**src/rtl/qpgs_pkg.sv**
```systemverilog
// ----------------------------------------------------------------------------
// qpgs_pkg
// Shared types, register indexes and constants of the quad panner with
// smoothed gains.
// ----------------------------------------------------------------------------
`default_nettype none

package qpgs_pkg;

  // Default widths of the data path.
  localparam int SAMPLE_BITS_DEF    = 24;
  localparam int GAIN_FRAC_BITS_DEF = 23;
  localparam int COEF_BITS_DEF      = 16;

  // Register indexes on the configuration port.
  localparam logic [1:0] CFG_IDX_LEFT_RIGHT = 2'd0;
  localparam logic [1:0] CFG_IDX_FRONT_REAR = 2'd1;
  localparam logic [1:0] CFG_IDX_COEF       = 2'd2;

  // Reset value of the smoothing pole before it is cut to the coefficient width.
  localparam logic [31:0] COEF_RESET = 32'd65279;

  // Remaining percentage (0..100) and the product of two of them (0..10000).
  localparam int PCT_BITS  = 7;
  localparam int PROD_BITS = 14;
  localparam logic [PCT_BITS-1:0] PCT_FULL = 7'd100;

  // Division of the percentage product by 10000 by way of a reciprocal.
  localparam int              RECIP_SHIFT = 14;
  localparam logic [PROD_BITS-1:0] PCT_DIV = 14'd10000;

  // Cycles the gain pipeline needs to settle after a register write.
  localparam int          SETTLE_BITS = 3;
  localparam logic [SETTLE_BITS-1:0] SETTLE_CYCLES = 3'd5;

  // Control of one lane for the current cycle.
  typedef struct packed {
    logic load;   // a frame transfer is taken in this cycle
    logic clear;  // the smoother state is set back to zero
  } lane_ctrl_t;

  // Saturate a raw pan byte to the range -100..+100.
  function automatic logic signed [7:0] sat_pan(input logic [7:0] raw);
    logic signed [7:0] v;
    v = signed'(raw);
    if (v > 8'sd100) begin
      return 8'sd100;
    end else if (v < -8'sd100) begin
      return -8'sd100;
    end
    return v;
  endfunction

endpackage

`default_nettype wire

```
**src/rtl/qpgs_lane.sv**
```systemverilog
// ----------------------------------------------------------------------------
// qpgs_lane
// One channel: one-pole gain smoother and the scaling multiply.
// ----------------------------------------------------------------------------
`default_nettype none

module qpgs_lane #(
  parameter int SAMPLE_BITS    = qpgs_pkg::SAMPLE_BITS_DEF,
  parameter int GAIN_FRAC_BITS = qpgs_pkg::GAIN_FRAC_BITS_DEF,
  parameter int COEF_BITS      = qpgs_pkg::COEF_BITS_DEF
) (
  input  wire logic                                clk,
  input  wire logic                                rst_n,
  input  wire qpgs_pkg::lane_ctrl_t                ctrl,
  input  wire logic [SAMPLE_BITS-1:0]              sample_in,
  input  wire logic [GAIN_FRAC_BITS+COEF_BITS+1:0] ga,
  input  wire logic [COEF_BITS-1:0]                coef_b,
  output logic      [SAMPLE_BITS-1:0]              scaled,
  output logic      [GAIN_FRAC_BITS:0]             gain
);
  import qpgs_pkg::*;

  localparam int GW = GAIN_FRAC_BITS + 1;
  localparam int SW = GAIN_FRAC_BITS + COEF_BITS + 2;
  localparam int PW = SAMPLE_BITS + GAIN_FRAC_BITS + 2;

  logic [GW-1:0]          z_r, z_nxt;
  logic [SAMPLE_BITS-1:0] sample_r;
  logic [SW-1:0]          zb, zsum;
  logic signed [PW-1:0]   prod;

  assign zb    = SW'(z_r) * SW'(coef_b);
  assign zsum  = ga + zb;
  assign z_nxt = zsum[COEF_BITS +: GW];

  always_ff @(posedge clk) begin
    if (!rst_n) begin
      z_r <= '0;
    end else if (ctrl.clear) begin
      z_r <= '0;
    end else if (ctrl.load) begin
      z_r <= z_nxt;
    end
  end

  always_ff @(posedge clk) begin
    if (ctrl.load) begin
      sample_r <= sample_in;
    end
  end

  // Arithmetic shift of the product rounds toward minus infinity.
  assign prod   = PW'(signed'(sample_r)) * signed'({1'b0, z_r});
  assign scaled = prod[GAIN_FRAC_BITS +: SAMPLE_BITS];
  assign gain   = z_r;

endmodule

`default_nettype wire
```
**config.mk**
```make
export PLATFORM = sky130hd
export DESIGN_NAME = qpgs_lane
export DESIGN_NICKNAME = d
export VERILOG_FILES = /design/src/rtl/qpgs_pkg.sv /design/src/rtl/qpgs_lane.sv
export SDC_FILE = /design/constraint.sdc
export NUM_CORES = 2
export LEC_CHECK = 0
export ABC_CLOCK_PERIOD_IN_PS = 7600
export BUFFER_PORTS_ARGS = -buffer_cell sky130_fd_sc_hd__buf_2
export CAP_MARGIN = 15
export CORE_MARGIN = 4
export CORE_UTILIZATION = 58
export CTS_CLUSTER_DIAMETER = 40
export DETAILED_ROUTE_END_ITERATION = 16
export PLACE_DENSITY = 0.79
export SYNTH_ARGS = -nofsm -noshare
export SYNTH_HDL_FRONTEND = slang
export SYNTH_SLANG_ARGS = --single-unit
export TNS_END_PERCENT = 10
```
**constraint.sdc**
```tcl
create_clock -name clk -period 7.6 [get_ports clk]
set_clock_uncertainty 0.1 [all_clocks]
set_input_delay 1.52 -clock clk [delete_from_list [all_inputs] [get_ports clk]]
set_output_delay 1.52 -clock clk [all_outputs]
set_load 0.03 [all_outputs]
```
; Yosys cells after proc, flatten, opt, wreduce, memory -nomap -nowiden
; Cells that the tools add are included.
[totals]
ff_bits = 48
input_bits = 85
word_cells = 7
output_inout_bits = 48
[op_classes]
reduce_logical = 1
n_bitwise = 1
n_mul = 2
n_addsub = 1
[ops]
columns = operator, count
row1 = multiplier 24 x 25 -> 47 bit, 1
row2 = adder 40 bit, 1
row3 = multiplier 24 x 16 -> 40 bit, 1
row4 = OR reduction 2 bit, 1
row5 = inverter 1 bit, 1

; Logic depth before layout (Yosys ltp)
[depth]
depth_word = 2
ltp_mapped = 27
mapped_depth_nobuf = 26

; Worst setup path before layout
; OpenSTA, ideal clock, no wires.
[synth_timing]
path_kind = register -> output
from = reg z_r[13] (netlist: gain[13])
to = out scaled[15]
n_path_buf = 1
required_time_ns = 5.980
t_arrival_ns = 6.968
setup_slack_ns = -0.988
path_stages_with_launch = 26
cell_sequence = dfxtp_1 > clkbuf_1 > nand2_1 > fa_1 > fa_1 > fa_1 > inv_1 > fa_1 > inv_1 > fa_1 > inv_1 > fa_1 > inv_1 > fa_1 > inv_1 > ha_1 > a21oi_1 > o21ai_0 > o21ai_1 > a32oi_1 > nand2_2 > o211ai_1 > a31oi_1 > o21bai_1 > a21oi_1 > xnor2_1
[synth_between]
elab_chain_len = 1
[synth_rtl]
columns = item, line_no
row1 = "start, declared", qpgs_lane.sv:27  ; logic [GW-1:0] z_r, z_nxt;
row2 = "start signal, assigned", qpgs_lane.sv:42  ; z_r <= z_nxt;
row3 = multiplier 24 x 25 -> 47 bit, qpgs_lane.sv:53  ; assign prod = PW'(signed'(sample_r)) * signed'({1'b0, z_r});
row4 = "end, declared", qpgs_lane.sv:18  ; output logic [SAMPLE_BITS-1:0] scaled,
; Every way passes these cells.

; Worst setup path after layout
[layout_timing]
from = reg sample_r[2]
to = out scaled[23]
[layout_between]
elab_chain_len = 1
[layout_rtl]
columns = item, line_no
row1 = "start, declared", qpgs_lane.sv:28  ; logic [SAMPLE_BITS-1:0] sample_r;
row2 = "start signal, assigned", qpgs_lane.sv:48  ; sample_r <= sample_in;
row3 = multiplier 24 x 25 -> 47 bit, qpgs_lane.sv:53
; Every way passes these cells.

==> results.md <==
- Status: complete, but fails checks
- Failing checks: setup timing
- GRT Overall Usage: between 20% and 30%
- Vias/cell: 5.40
- Detailed Route WL: 80,000 um
- Die area: 60,300 um^2
- Core Util, Final: 66.7%
- Endpoints failing setup: 24
- Total area of sequential cells: 1270 um^2
- 1st-iter DRT viols: 1,428
- Met1 wire length: 30,100 um
- Post-DRT Antenna Nets: 0
- Met3 WL post-DR: about 5500 um
- Max Freq: 115 MHz
- Max-slew violations: 0
- Mux contribution to synthesized area: 0.428%
- Async SR Flop Fraction: 0%
- IO buf count: 131
- RSZ-0062 raised after global routing: true
- Seq/Total Area, Yosys: 3.67%
- Post-Syn Instances: 3,645
- # IOs: between 100 and 150
- Synth Area in Adders: 61.5%
- Post-Syn Area per Cell: 8.98 um^2
- Non-filler cells, final: 4,637
- Tmin final: 8.72 ns
- Complex-gate fraction of the synthesized area: 3.73%
- Syn. warnings: 0
- Pre-CTS setup slack: -0.940 ns
- Final worst slack: -1.12 ns
- Number of flops mapped to enable cells by yosys: 24
- Syn_nets: 4,844
- Post-Synth XOR/XNOR Area: 1.44%
- Worst setup path category: reg -> out
- Largest net degree at the start of global routing: 50
- Layout cell share with drive strength beyond 1: 14.6%
- Post-synth top flop: edfxtp_1
- Nets: about 5,100
- Worst slew pin tran: 0.823 ns
- Period utilisation layout: 115%
- First-pass DRT Iterations: 5
- Number of max-cap violations: 0
- Worst Hold Path Cells: 3
- First-pass GRT wire length: 134,000 um
- Startpoint types: flip-flop
- DRC viols: 0
- Dpl hpwl: 66,900 um
- Largest family of logic cells by synthesized area: adder cells
- Multi-input logic area: approximately 28,000 um^2
- Worst EP required: approximately 6.0 ns
- Register bit total from synthesis: 48
- Launch point of the worst reg-to-reg path: gain[12]
- Critical Path AT: 7.10 ns
- Crit path max-delay cell type: fa_2
- Synth unique cells: 62
- Most used cell, CP: fa_1
- GRT overflow: 0
- DIE WIDTH: 246 um
- Simple-gate portion of the synthesized area: 16.0%
- Diodes inserted: 0
- Wire per inst: 17.3 um
- TritonCTS Sinks: 48
- Layout Area Growth over Synthesis: 13.0%
- Placed Cells incl. Taps: 4,614
- H-tree levels: 2
- Hold buffers post-CTS: 0
- Inserted Clock Buffers: 5
- Clock Tree Root: clkbuf_16
- Endpoints failing hold: 0
- Antenna violations before repair: 0
- Top Metal Used: met4
- Crit path capture type: output port
- Hold_sp: gain[0]
- Starting density of the core: just under 60%
- GPL Wtd Cong: 0.878
- Core Area: 55,500 um^2
- Vias in the first global route: 27,797
- CTS clk-pin slew, worst paths: ~0.070 ns
- Site Rows: 86
- Hold path endpoint: gain[0]
- Crit path max fanout: 8
- Clock Path Buffers: 2
- Setup slack, reg-to-reg: 0.60 ns
- CTS tree: yes
- Critical path's largest stage delay: 0.56 ns
- Worst Hold Class: reg -> reg
- FILL cells: 4,278
- Slew headroom: 45.1%
- Synth Cell Area: 32,700 um^2
- DR vias: roughly 25,000
- Worst-case reg-to-reg path depth: 25
- R2R Path End: gain[21]
- Metal2 WL: 40,600 um
- Die Span Y: 246 um
- Clk_lat worst skew: 0.31 ns
-- cells in the final DEF (no fill, tap or decap), drive strengths merged, types with 24 or more instances in the layout --
cell type / n
buf: 418
xnor2: 35
edfxtp: 24
nor2: 31
dfxtp: 24
a21oi: 66
fa: 824
inv: 971
nand2: 568
ha: 290
and2: 393
a21o: 29
o21ai: 31
-- metal layers --
metal  track usage, %  vias up
met1             35.4    12756
met3             3.23      276
met2             48.0     1068
met5                0        -
li1                 -    10931
met4             10.5        0
-- worst max-delay path: cells and delay by family (launching register included) --
family          cells  cell delay, ns
compound gates      8            1.24
xor+xnor            1            0.13
fa+ha+maj           8            3.61
buf+inv             9            1.06
flops               1            0.43
simple gates        2            0.35
-- sequential cells by signal (all words and copies together), names as in the netlist --
| signal | flops |
|---|---|
| gain | 24 |
| sample_r | 24 |
-- worst max-delay path by stage --
| stage | start | to | slack [ns] | cells after the start |
|---|---|---|---|---|
| 6_report | sample_r[2] | scaled[23] | -1.12 | 28 |
| 5_1_grt | sample_r[2] | scaled[23] | -1.33 | 27 |
| 4_1_cts | sample_r[0] | scaled[23] | -1.03 | 29 |
| 3_5_place_dp | sample_r[0] | scaled[18] | -0.94 | 23 |
| 3_3_place_gp | sample_r[12] | scaled[15] | -0.89 | 24 |
| 2_1_floorplan | gain[7] | scaled[15] | -0.44 | 25 |
-- area by class of cell --
cell class	count	share of cell area, %
Timing Repair Buffer	419	8.81
Clock buffer	6	0.348
Tap cell	748	2.53
Multi-Input combinational cell	2442	75.0
Inverter	972	9.86
Sequential cell	48	3.43
Clock inverter	2	0.0304
-- what timing repair did --
action / CTS / global route
setup endpoints to repair: 24 / 39
pin swaps: 33 / 26
endpoints found under the hold margin: 0 / 0
resized for setup: 71 / 52
setup buffers: 7 / 8
-- logic make-up (layout without fill, tap and decap cells) --
logic type / count (synthesis) / in the layout
adder cells (fa/ha/maj): 1114 / 1114
AND/OR/NAND/NOR: 1079 / 1079
flip-flops: 48 / 48
AO/OA/AOI/OAI: 181 / 181
XOR/XNOR: 54 / 54
multiplexers: 14 / 14
buffers and inverters: 1155 / 1399
-- stage by stage --
stage                     TNS (ns)  hold slack (ns)  instance area (um^2)
after floorplan              -5.24            0.450                 33200
after global placement      -15.95            0.487                 36300
after detailed placement    -17.86            0.504                 36300
after CTS                   -18.71            0.511                 36700
after global routing        -26.00            0.528                 37000
final                       -20.70            0.510                 37000
-- cells in the mapped netlist, types with 5 or more instances --
library cell | number | area share (%)
a21o_1 | 29 | 0.66
a21oi_1 | 65 | 0.99
a31oi_1 | 5 | 0.096
and2_1 | 393 | 7.5
and3_1 | 15 | 0.29
clkbuf_1 | 182 | 2.1
dfxtp_1 | 24 | 1.5
edfxtp_1 | 24 | 2.2
fa_1 | 824 | 50
ha_1 | 290 | 11
inv_1 | 971 | 11
mux2i_1 | 14 | 0.43
nand2_1 | 567 | 6.5
nand2b_1 | 14 | 0.27
nand3_1 | 15 | 0.23
nand4_1 | 12 | 0.23
nor2_1 | 31 | 0.36
nor2b_1 | 17 | 0.32
o211ai_1 | 5 | 0.11
o21a_1 | 5 | 0.11
o21ai_0 | 24 | 0.37
o21ai_1 | 5 | 0.076
o21bai_1 | 8 | 0.18
xnor2_1 | 35 | 0.94
xor2_1 | 19 | 0.51
Power is left out: the tool's default activity adds up to more than one toggle a clock period on the data nets, which glitch-free logic cannot reach.
