==> config.mk <==
export PLATFORM = sky130hd
export DESIGN_NAME = qpgs_target
export DESIGN_NICKNAME = d
export VERILOG_FILES = /design/src/rtl/qpgs_pkg.sv /design/src/rtl/qpgs_target.sv
export SDC_FILE = /design/constraint.sdc
export NUM_CORES = 2
export LEC_CHECK = 0
export ABC_AREA = 1
export BUFFER_PORTS_ARGS = -buffer_cell sky130_fd_sc_hd__buf_4
export CAP_MARGIN = 20
export CORE_MARGIN = 1
export CORE_UTILIZATION = 40
export DETAILED_ROUTE_END_ITERATION = 10
export RECOVER_POWER = 50
export SETUP_SLACK_MARGIN = 0.4
export SYNTH_ARGS = -nofsm -noshare
export SYNTH_HDL_FRONTEND = slang
export SYNTH_SLANG_ARGS = --single-unit
==> constraint.sdc <==
create_clock -name clk -period 8.2 [get_ports clk]
set_input_delay 0 -clock clk [delete_from_list [all_inputs] [get_ports clk]]
set_output_delay 0 -clock clk [all_outputs]
set_load 0.01 [all_outputs]
==> src/rtl/qpgs_pkg.sv <==
// ----------------------------------------------------------------------------
// qpgs_pkg
// Shared types, register indexes and constants of the quad panner with
// smoothed gains.
// ----------------------------------------------------------------------------
`default_nettype none

package qpgs_pkg;

  // Default widths of the data path.
  localparam int SAMPLE_BITS_DEF    = 24;
  localparam int GAIN_FRAC_BITS_DEF = 23;
  localparam int COEF_BITS_DEF      = 16;

  // Register indexes on the configuration port.
  localparam logic [1:0] CFG_IDX_LEFT_RIGHT = 2'd0;
  localparam logic [1:0] CFG_IDX_FRONT_REAR = 2'd1;
  localparam logic [1:0] CFG_IDX_COEF       = 2'd2;

  // Reset value of the smoothing pole before it is cut to the coefficient width.
  localparam logic [31:0] COEF_RESET = 32'd65279;

  // Remaining percentage (0..100) and the product of two of them (0..10000).
  localparam int PCT_BITS  = 7;
  localparam int PROD_BITS = 14;
  localparam logic [PCT_BITS-1:0] PCT_FULL = 7'd100;

  // Division of the percentage product by 10000 by way of a reciprocal.
  localparam int              RECIP_SHIFT = 14;
  localparam logic [PROD_BITS-1:0] PCT_DIV = 14'd10000;

  // Cycles the gain pipeline needs to settle after a register write.
  localparam int          SETTLE_BITS = 3;
  localparam logic [SETTLE_BITS-1:0] SETTLE_CYCLES = 3'd5;

  // Control of one lane for the current cycle.
  typedef struct packed {
    logic load;   // a frame transfer is taken in this cycle
    logic clear;  // the smoother state is set back to zero
  } lane_ctrl_t;

  // Saturate a raw pan byte to the range -100..+100.
  function automatic logic signed [7:0] sat_pan(input logic [7:0] raw);
    logic signed [7:0] v;
    v = signed'(raw);
    if (v > 8'sd100) begin
      return 8'sd100;
    end else if (v < -8'sd100) begin
      return -8'sd100;
    end
    return v;
  endfunction

endpackage

`default_nettype wire

==> src/rtl/qpgs_target.sv <==
// ----------------------------------------------------------------------------
// qpgs_target
// Target gain of one lane and its share g*(1-b) of the smoother update.
// ----------------------------------------------------------------------------
`default_nettype none

module qpgs_target #(
  parameter int GAIN_FRAC_BITS = qpgs_pkg::GAIN_FRAC_BITS_DEF,
  parameter int COEF_BITS      = qpgs_pkg::COEF_BITS_DEF
) (
  input  wire logic                                  clk,
  input  wire logic [qpgs_pkg::PCT_BITS-1:0]         pct_h,
  input  wire logic [qpgs_pkg::PCT_BITS-1:0]         pct_v,
  input  wire logic [COEF_BITS:0]                    coef_a,
  output logic      [GAIN_FRAC_BITS+COEF_BITS+1:0]   ga
);
  import qpgs_pkg::*;

  localparam int GW = GAIN_FRAC_BITS + 1;
  localparam int XW = GAIN_FRAC_BITS + PROD_BITS + 1;
  localparam logic [63:0] RECIP_FULL =
    (64'd1 << (GAIN_FRAC_BITS + RECIP_SHIFT)) / 64'd10000;
  localparam logic [GW-1:0] RECIP = RECIP_FULL[GW-1:0];

  logic [PROD_BITS-1:0] prod_r, prod_d_r;
  logic [GW-1:0]        qe_r, tgt_r;
  logic [GAIN_FRAC_BITS+COEF_BITS+1:0] ga_r;

  logic [PROD_BITS+GW-1:0] qe_full;
  logic [XW-1:0]           x_val, q_mul, rem;
  logic [GW-1:0]           tgt_nxt;

  // Estimate is at most one below the true quotient; one correction step.
  assign qe_full = PROD_BITS'(prod_r) * RECIP;
  assign x_val   = {1'b0, prod_d_r, {GAIN_FRAC_BITS{1'b0}}};
  assign q_mul   = XW'(qe_r) * XW'(PCT_DIV);
  assign rem     = x_val - q_mul;
  assign tgt_nxt = (rem >= XW'(PCT_DIV)) ? qe_r + GW'(1) : qe_r;

  always_ff @(posedge clk) begin
    prod_r   <= PROD_BITS'(pct_h) * PROD_BITS'(pct_v);
    prod_d_r <= prod_r;
    qe_r     <= qe_full[RECIP_SHIFT +: GW];
    tgt_r    <= tgt_nxt;
    ga_r     <= (GAIN_FRAC_BITS+COEF_BITS+2)'(tgt_r) *
                (GAIN_FRAC_BITS+COEF_BITS+2)'(coef_a);
  end

  assign ga = ga_r;

endmodule

`default_nettype wire

# After elaboration in Yosys (flattened, before gate mapping)
# Cells that the tools add are included.
[totals]
ram_bits = 0
out_inout_bits = 41
latchBits = 0
regBits = 117
rom_bits = 0
in_bits = 32
wordCells = 13
mem_count = 0
[op_classes]
eq_ne = 0
shift = 0
n_bitwise = 0
n_mul = 4
div_mod_pow = 0
magnitude_cmp = 1
mux = 1
add_sub_neg = 2
n_reduce_logical = 0
[op_table]
columns = ["cell", "count"]
rows = [
  ["24-bit by 17-bit multiplier with 41-bit output", 1],
  ["38-bit by 14-bit greater-or-equal comparator with 1-bit output (second input constant)", 1],
  ["14-bit by 24-bit multiplier with 38-bit output (second input constant)", 1],
  ["37-bit by 38-bit subtractor with 38-bit output", 1],
  ["24-bit by 10-bit multiplier with 34-bit output (second input constant)", 1],
  ["24-bit by 1-bit adder with 24-bit output (second input constant)", 1],
  ["24-bit two-way mux", 1],
  ["7-bit by 7-bit multiplier with 14-bit output", 1],
]

# Depth between registers and ports, before layout
[depth]
depth_word = 4
mapped_depth = 42
ltp_nobuf = 41

# Worst setup path after synthesis
# Ideal clock, no wire load.
[synth_timing]
path_kind = "reg-to-reg"
from = "register qe_r[8]"
to = "register tgt_r[15]"
synth_period_minus_slack_ps = 6648
setup_time_ps = 109
path_buffers = 1
arrival_ps = 6540
required_ps = 8091
setup_slack_ps = 1552
path_stages_with_launch = 38
path_cell_list = "dfxtp_1 > inv_1 > fa_1 > inv_1 > ha_1 > fa_1 > ha_1 > inv_1 > fa_1 > inv_1 > ha_1 > nand2_1 > inv_1 > a21oi_1 > nand3_2 > a31oi_1 > inv_1 > a21oi_1 > (+2 left out) > o21ai_0 > xnor2_1 > ha_1 > inv_1 > nor3_1 > inv_1 > nor2_1 > a2111oi_0 > nand2_1 > nand2_1 > nand2_1 > nor3_4 > nand2_4 > buf_6 > nand2_2 > nand2_1 > nand2_1 > inv_1"
[synth_between]
elab_chain_len = 4
word_cells_on_any_way = 5
[synth_rtl]
columns = ["element", "line", "text"]
rows = [
  ["from (decl)", "qpgs_target.sv:26", "logic [GW-1:0] qe_r, tgt_r;"],
  ["from (signal assigned)", "qpgs_target.sv:43", "qe_r <= qe_full[RECIP_SHIFT +: GW];"],
  ["24-bit by 10-bit multiplier with 34-bit output", "qpgs_target.sv:36", "assign q_mul = XW'(qe_r) * XW'(PCT_DIV);"],
  ["37-bit by 38-bit subtractor with 38-bit output", "qpgs_target.sv:37", "assign rem = x_val - q_mul;"],
  ["38-bit by 14-bit greater-or-equal comparator with 1-bit output", "qpgs_target.sv:38", "assign tgt_nxt = (rem >= XW'(PCT_DIV)) ? qe_r + GW'(1) : qe_r;"],
  ["24-bit two-way mux (*)", "qpgs_target.sv:38", ""],
  ["via tgt_nxt[15]", "qpgs_target.sv:31", "logic [GW-1:0] tgt_nxt;"],
  ["to (signal assigned)", "qpgs_target.sv:44", "tgt_r <= tgt_nxt;"],
  ["to (decl)", "qpgs_target.sv:26", ""],
]
# Mark *: on every way through the listed nets, which the timed path passes. The rest lies on a longest branch.

# Worst setup path in the final report
[layout_timing]
from = "register qe_r[7]"
to = "register tgt_r[19]"
# The elaborated chain is that of the path after synthesis.

==> flow_summary.toml <==
[synth]
synth_area_per_cell_um2 = 7.87
synth_area_um2 = 29600
ys_seq_area_frac = 0.0790
synth_top_area_frac = 0.355
ys_warn_count = 0
netlist_instances = 3766
yosys-top-cells-area = "fa_1, ha_1, inv_1, nand2_1, dfxtp_1"
syn_nets = 4744
postSynth.asyncResetShare = 0
yosys.cell_count.top_type = "inv_1"
synth_top_cells_by_count = "inv_1, nand2_1, fa_1, ha_1, nor2_1"
synth_seq_cells = 117
synth_cell_types = 43
synth_ff_type = "dfxtp_1"
synth_edf_count = 0
synth_top_cell_by_area = "fa_1"

[placed_design]
gp_congestion = 0.895
portBuffers = 72
hpwlAfterDp_mm = 61.3

[timing]
slew_viol_final = 0
max_freq_mhz = 137
worstMarginPinSlew_ns = 1.04
fin_crit_sh = 0.891
hold_violations = 0
post-route-min-period_ns = 7.31
fin_setup_tns_ns = 0
finalSetupViolCount = 0
maxSlewHeadroom = 0.305
rsz0062_at_grt = "no"
skew_ns = 0.0122

[global_route]
overflow = 0
grt_pass1_wl_mm = 122
grt.total_usage = 0.205
antenna_found_initial = 0
grt_max_degree = 47
grt_pass1_vias = 23900

[cells_and_area]
diodes = 0
fill_cells = 7463
syn2layout_area_growth_pct = 6.90
layout-drive-gt1-share = 0.0355
nNetsFinal = 4772

[detailed_routing]
wl_per_cell_um = 15.2
vias_per_cell = 4.76
vias = 22700
drc = 10
drtIter0Drc = 1070
wl_mm = 72.4
ant_nets = 0
drtPass1Iterations = 8

[die]
core_area_um2 = 73200
io_pins = 73
initial_utilization = 0.405
fp.dieArea_um2 = 75200
die_h_um = 274
die_w_um = 274
fp-row-count = 99

[worst_setup_path]
cp-start-kind = "flop"
path_class = "flop to flop"
crit_arrival_ns = 7.69
cpMostUsedCell = "inv_1"
path_max_fanout = 23
crit_slowest_cell = "fa_1"
worstPathRequired_ns = 8.58
worst_setup_path_end_kind = "flop"
max_stage_delay_ns = 0.56
rrSetupSlack_ns = 0.89

[clocking]
cts.sinks = 117
clock_latency_ns = 0.48
path_clk_slew_ns = 0.06
cts_tree = "done"
clock_path_buffers = 2
cts_root_buf = "clkbuf_16"
cts_max_level = 4
cts_buffers = 17

[job]
cap_viol_max_count = 0

[min_path]
min_path_type = "input port to flop"

[status]
outcome = "finished with violations"
violations = "design-rule violations"
## placed cells by master (no fill, tap or decap), types with 17 or more instances in the layout
cell | Yosys | layout
a21oi_1 | 126 | 126
a31oi_1 | 23 | 22
buf_4 | 1 | 45
clkbuf_1 | 82 | 45
clkbuf_16 | 0 | 17
dfxtp_1 | 117 | 113
fa_1 | 526 | 526
ha_1 | 420 | 420
inv_1 | 1057 | 1055
nand2_1 | 894 | 894
nand2_2 | 19 | 19
nand3_1 | 101 | 101
nor2_1 | 129 | 129
o21ai_0 | 56 | 56
xnor2_1 | 33 | 33
xor2_1 | 59 | 59
## metrics by stage
| step | hold WS (ns) | utilization | instance area [µm²] | setup WS [ns] | cells |
|---|---|---|---|---|---|
| floorplan | 0.0935 | - | 29600 | 1.55 | 3766 |
| global placement | 0.279 | 0.425 | 31100 | 0.830 | 4724 |
| detailed placement | 0.280 | 0.425 | 31100 | 0.635 | 4724 |
| CTS | 0.00228 | 0.434 | 31800 | 0.600 | 4761 |
| global route | 0.0400 | 0.433 | 31700 | 0.403 | 4766 |
| finish | 0.0225 | 0.433 | 31700 | 0.890 | 4766 |
## layout make-up
class	instances	area (µm²)	share of cell area
Inverter	1064	3990	0.126
Sequential cell	117	2350	0.0741
Clock buffer	21	470	0.0148
Multi-Input combinational cell	2499	23000	0.725
Timing Repair Buffer	95	573	0.0181
Clock inverter	11	124	0.00391
Tap cell	959	1200	0.0379
## routing by layer
metal | vias to the layer above | share of wire | GRT usage
met5 | - | 0 | 0
met4 | 0 | 0.021 | 0.0538
met3 | 99 | 0.031 | 0.0205
met2 | 363 | 0.51 | 0.371
met1 | 11100 | 0.44 | 0.258
li1 | 11100 | - | -
## kinds of logic (layout without fill, tap and decap cells)
logic type | count (synthesis) | in the layout | share of synthesized area
xor+xnor | 92 | 92 | 0.0272
simple gates | 1210 | 1211 | 0.167
buf+inv | 1151 | 1191 | 0.147
compound gates | 250 | 250 | 0.0473
flops | 117 | 117 | 0.0790
fa+ha+maj | 946 | 946 | 0.532
## flip-flops by register name, summed over array words and instances (netlist names)
register / count
prod_d_r: 14
ga: 41
qe_r: 24
tgt_r: 24
prod_r: 14
## critical path: cells and delay by family (launching register included)
| family | cells | cell delay [ns] |
|---|---|---|
| adders and majority gates | 7 | 2.82 |
| DFF | 1 | 0.47 |
| buffers and inverters | 8 | 0.71 |
| AOI/OAI and AO/OA | 8 | 1.65 |
| and+or+nand+nor | 13 | 1.36 |
| xor gates and xnor gates | 1 | 0.16 |
## path summary, 6_finish.rpt
kind | start | end | cells after the start
min reg2reg | prod_r[4]$_DFF_P_ | prod_d_r[4]$_DFF_P_ | 0
max | qe_r[7]$_DFF_P_ | tgt_r[19]$_DFF_P_ | 37
min | pct_v[0] | prod_r[2]$_DFF_P_ | 5
max reg2reg | qe_r[7]$_DFF_P_ | tgt_r[19]$_DFF_P_ | 37
## timing repair
action,4_1_cts,5_1_grt
hold buffers,5,0
buffers inserted,0,4
setup endpoints to repair,0,24
gates resized for setup,0,10
endpoints found under the hold margin,4,0
Power is not shown: default switching activity piles up to over one toggle a cycle in this logic, so the estimate is an artifact.
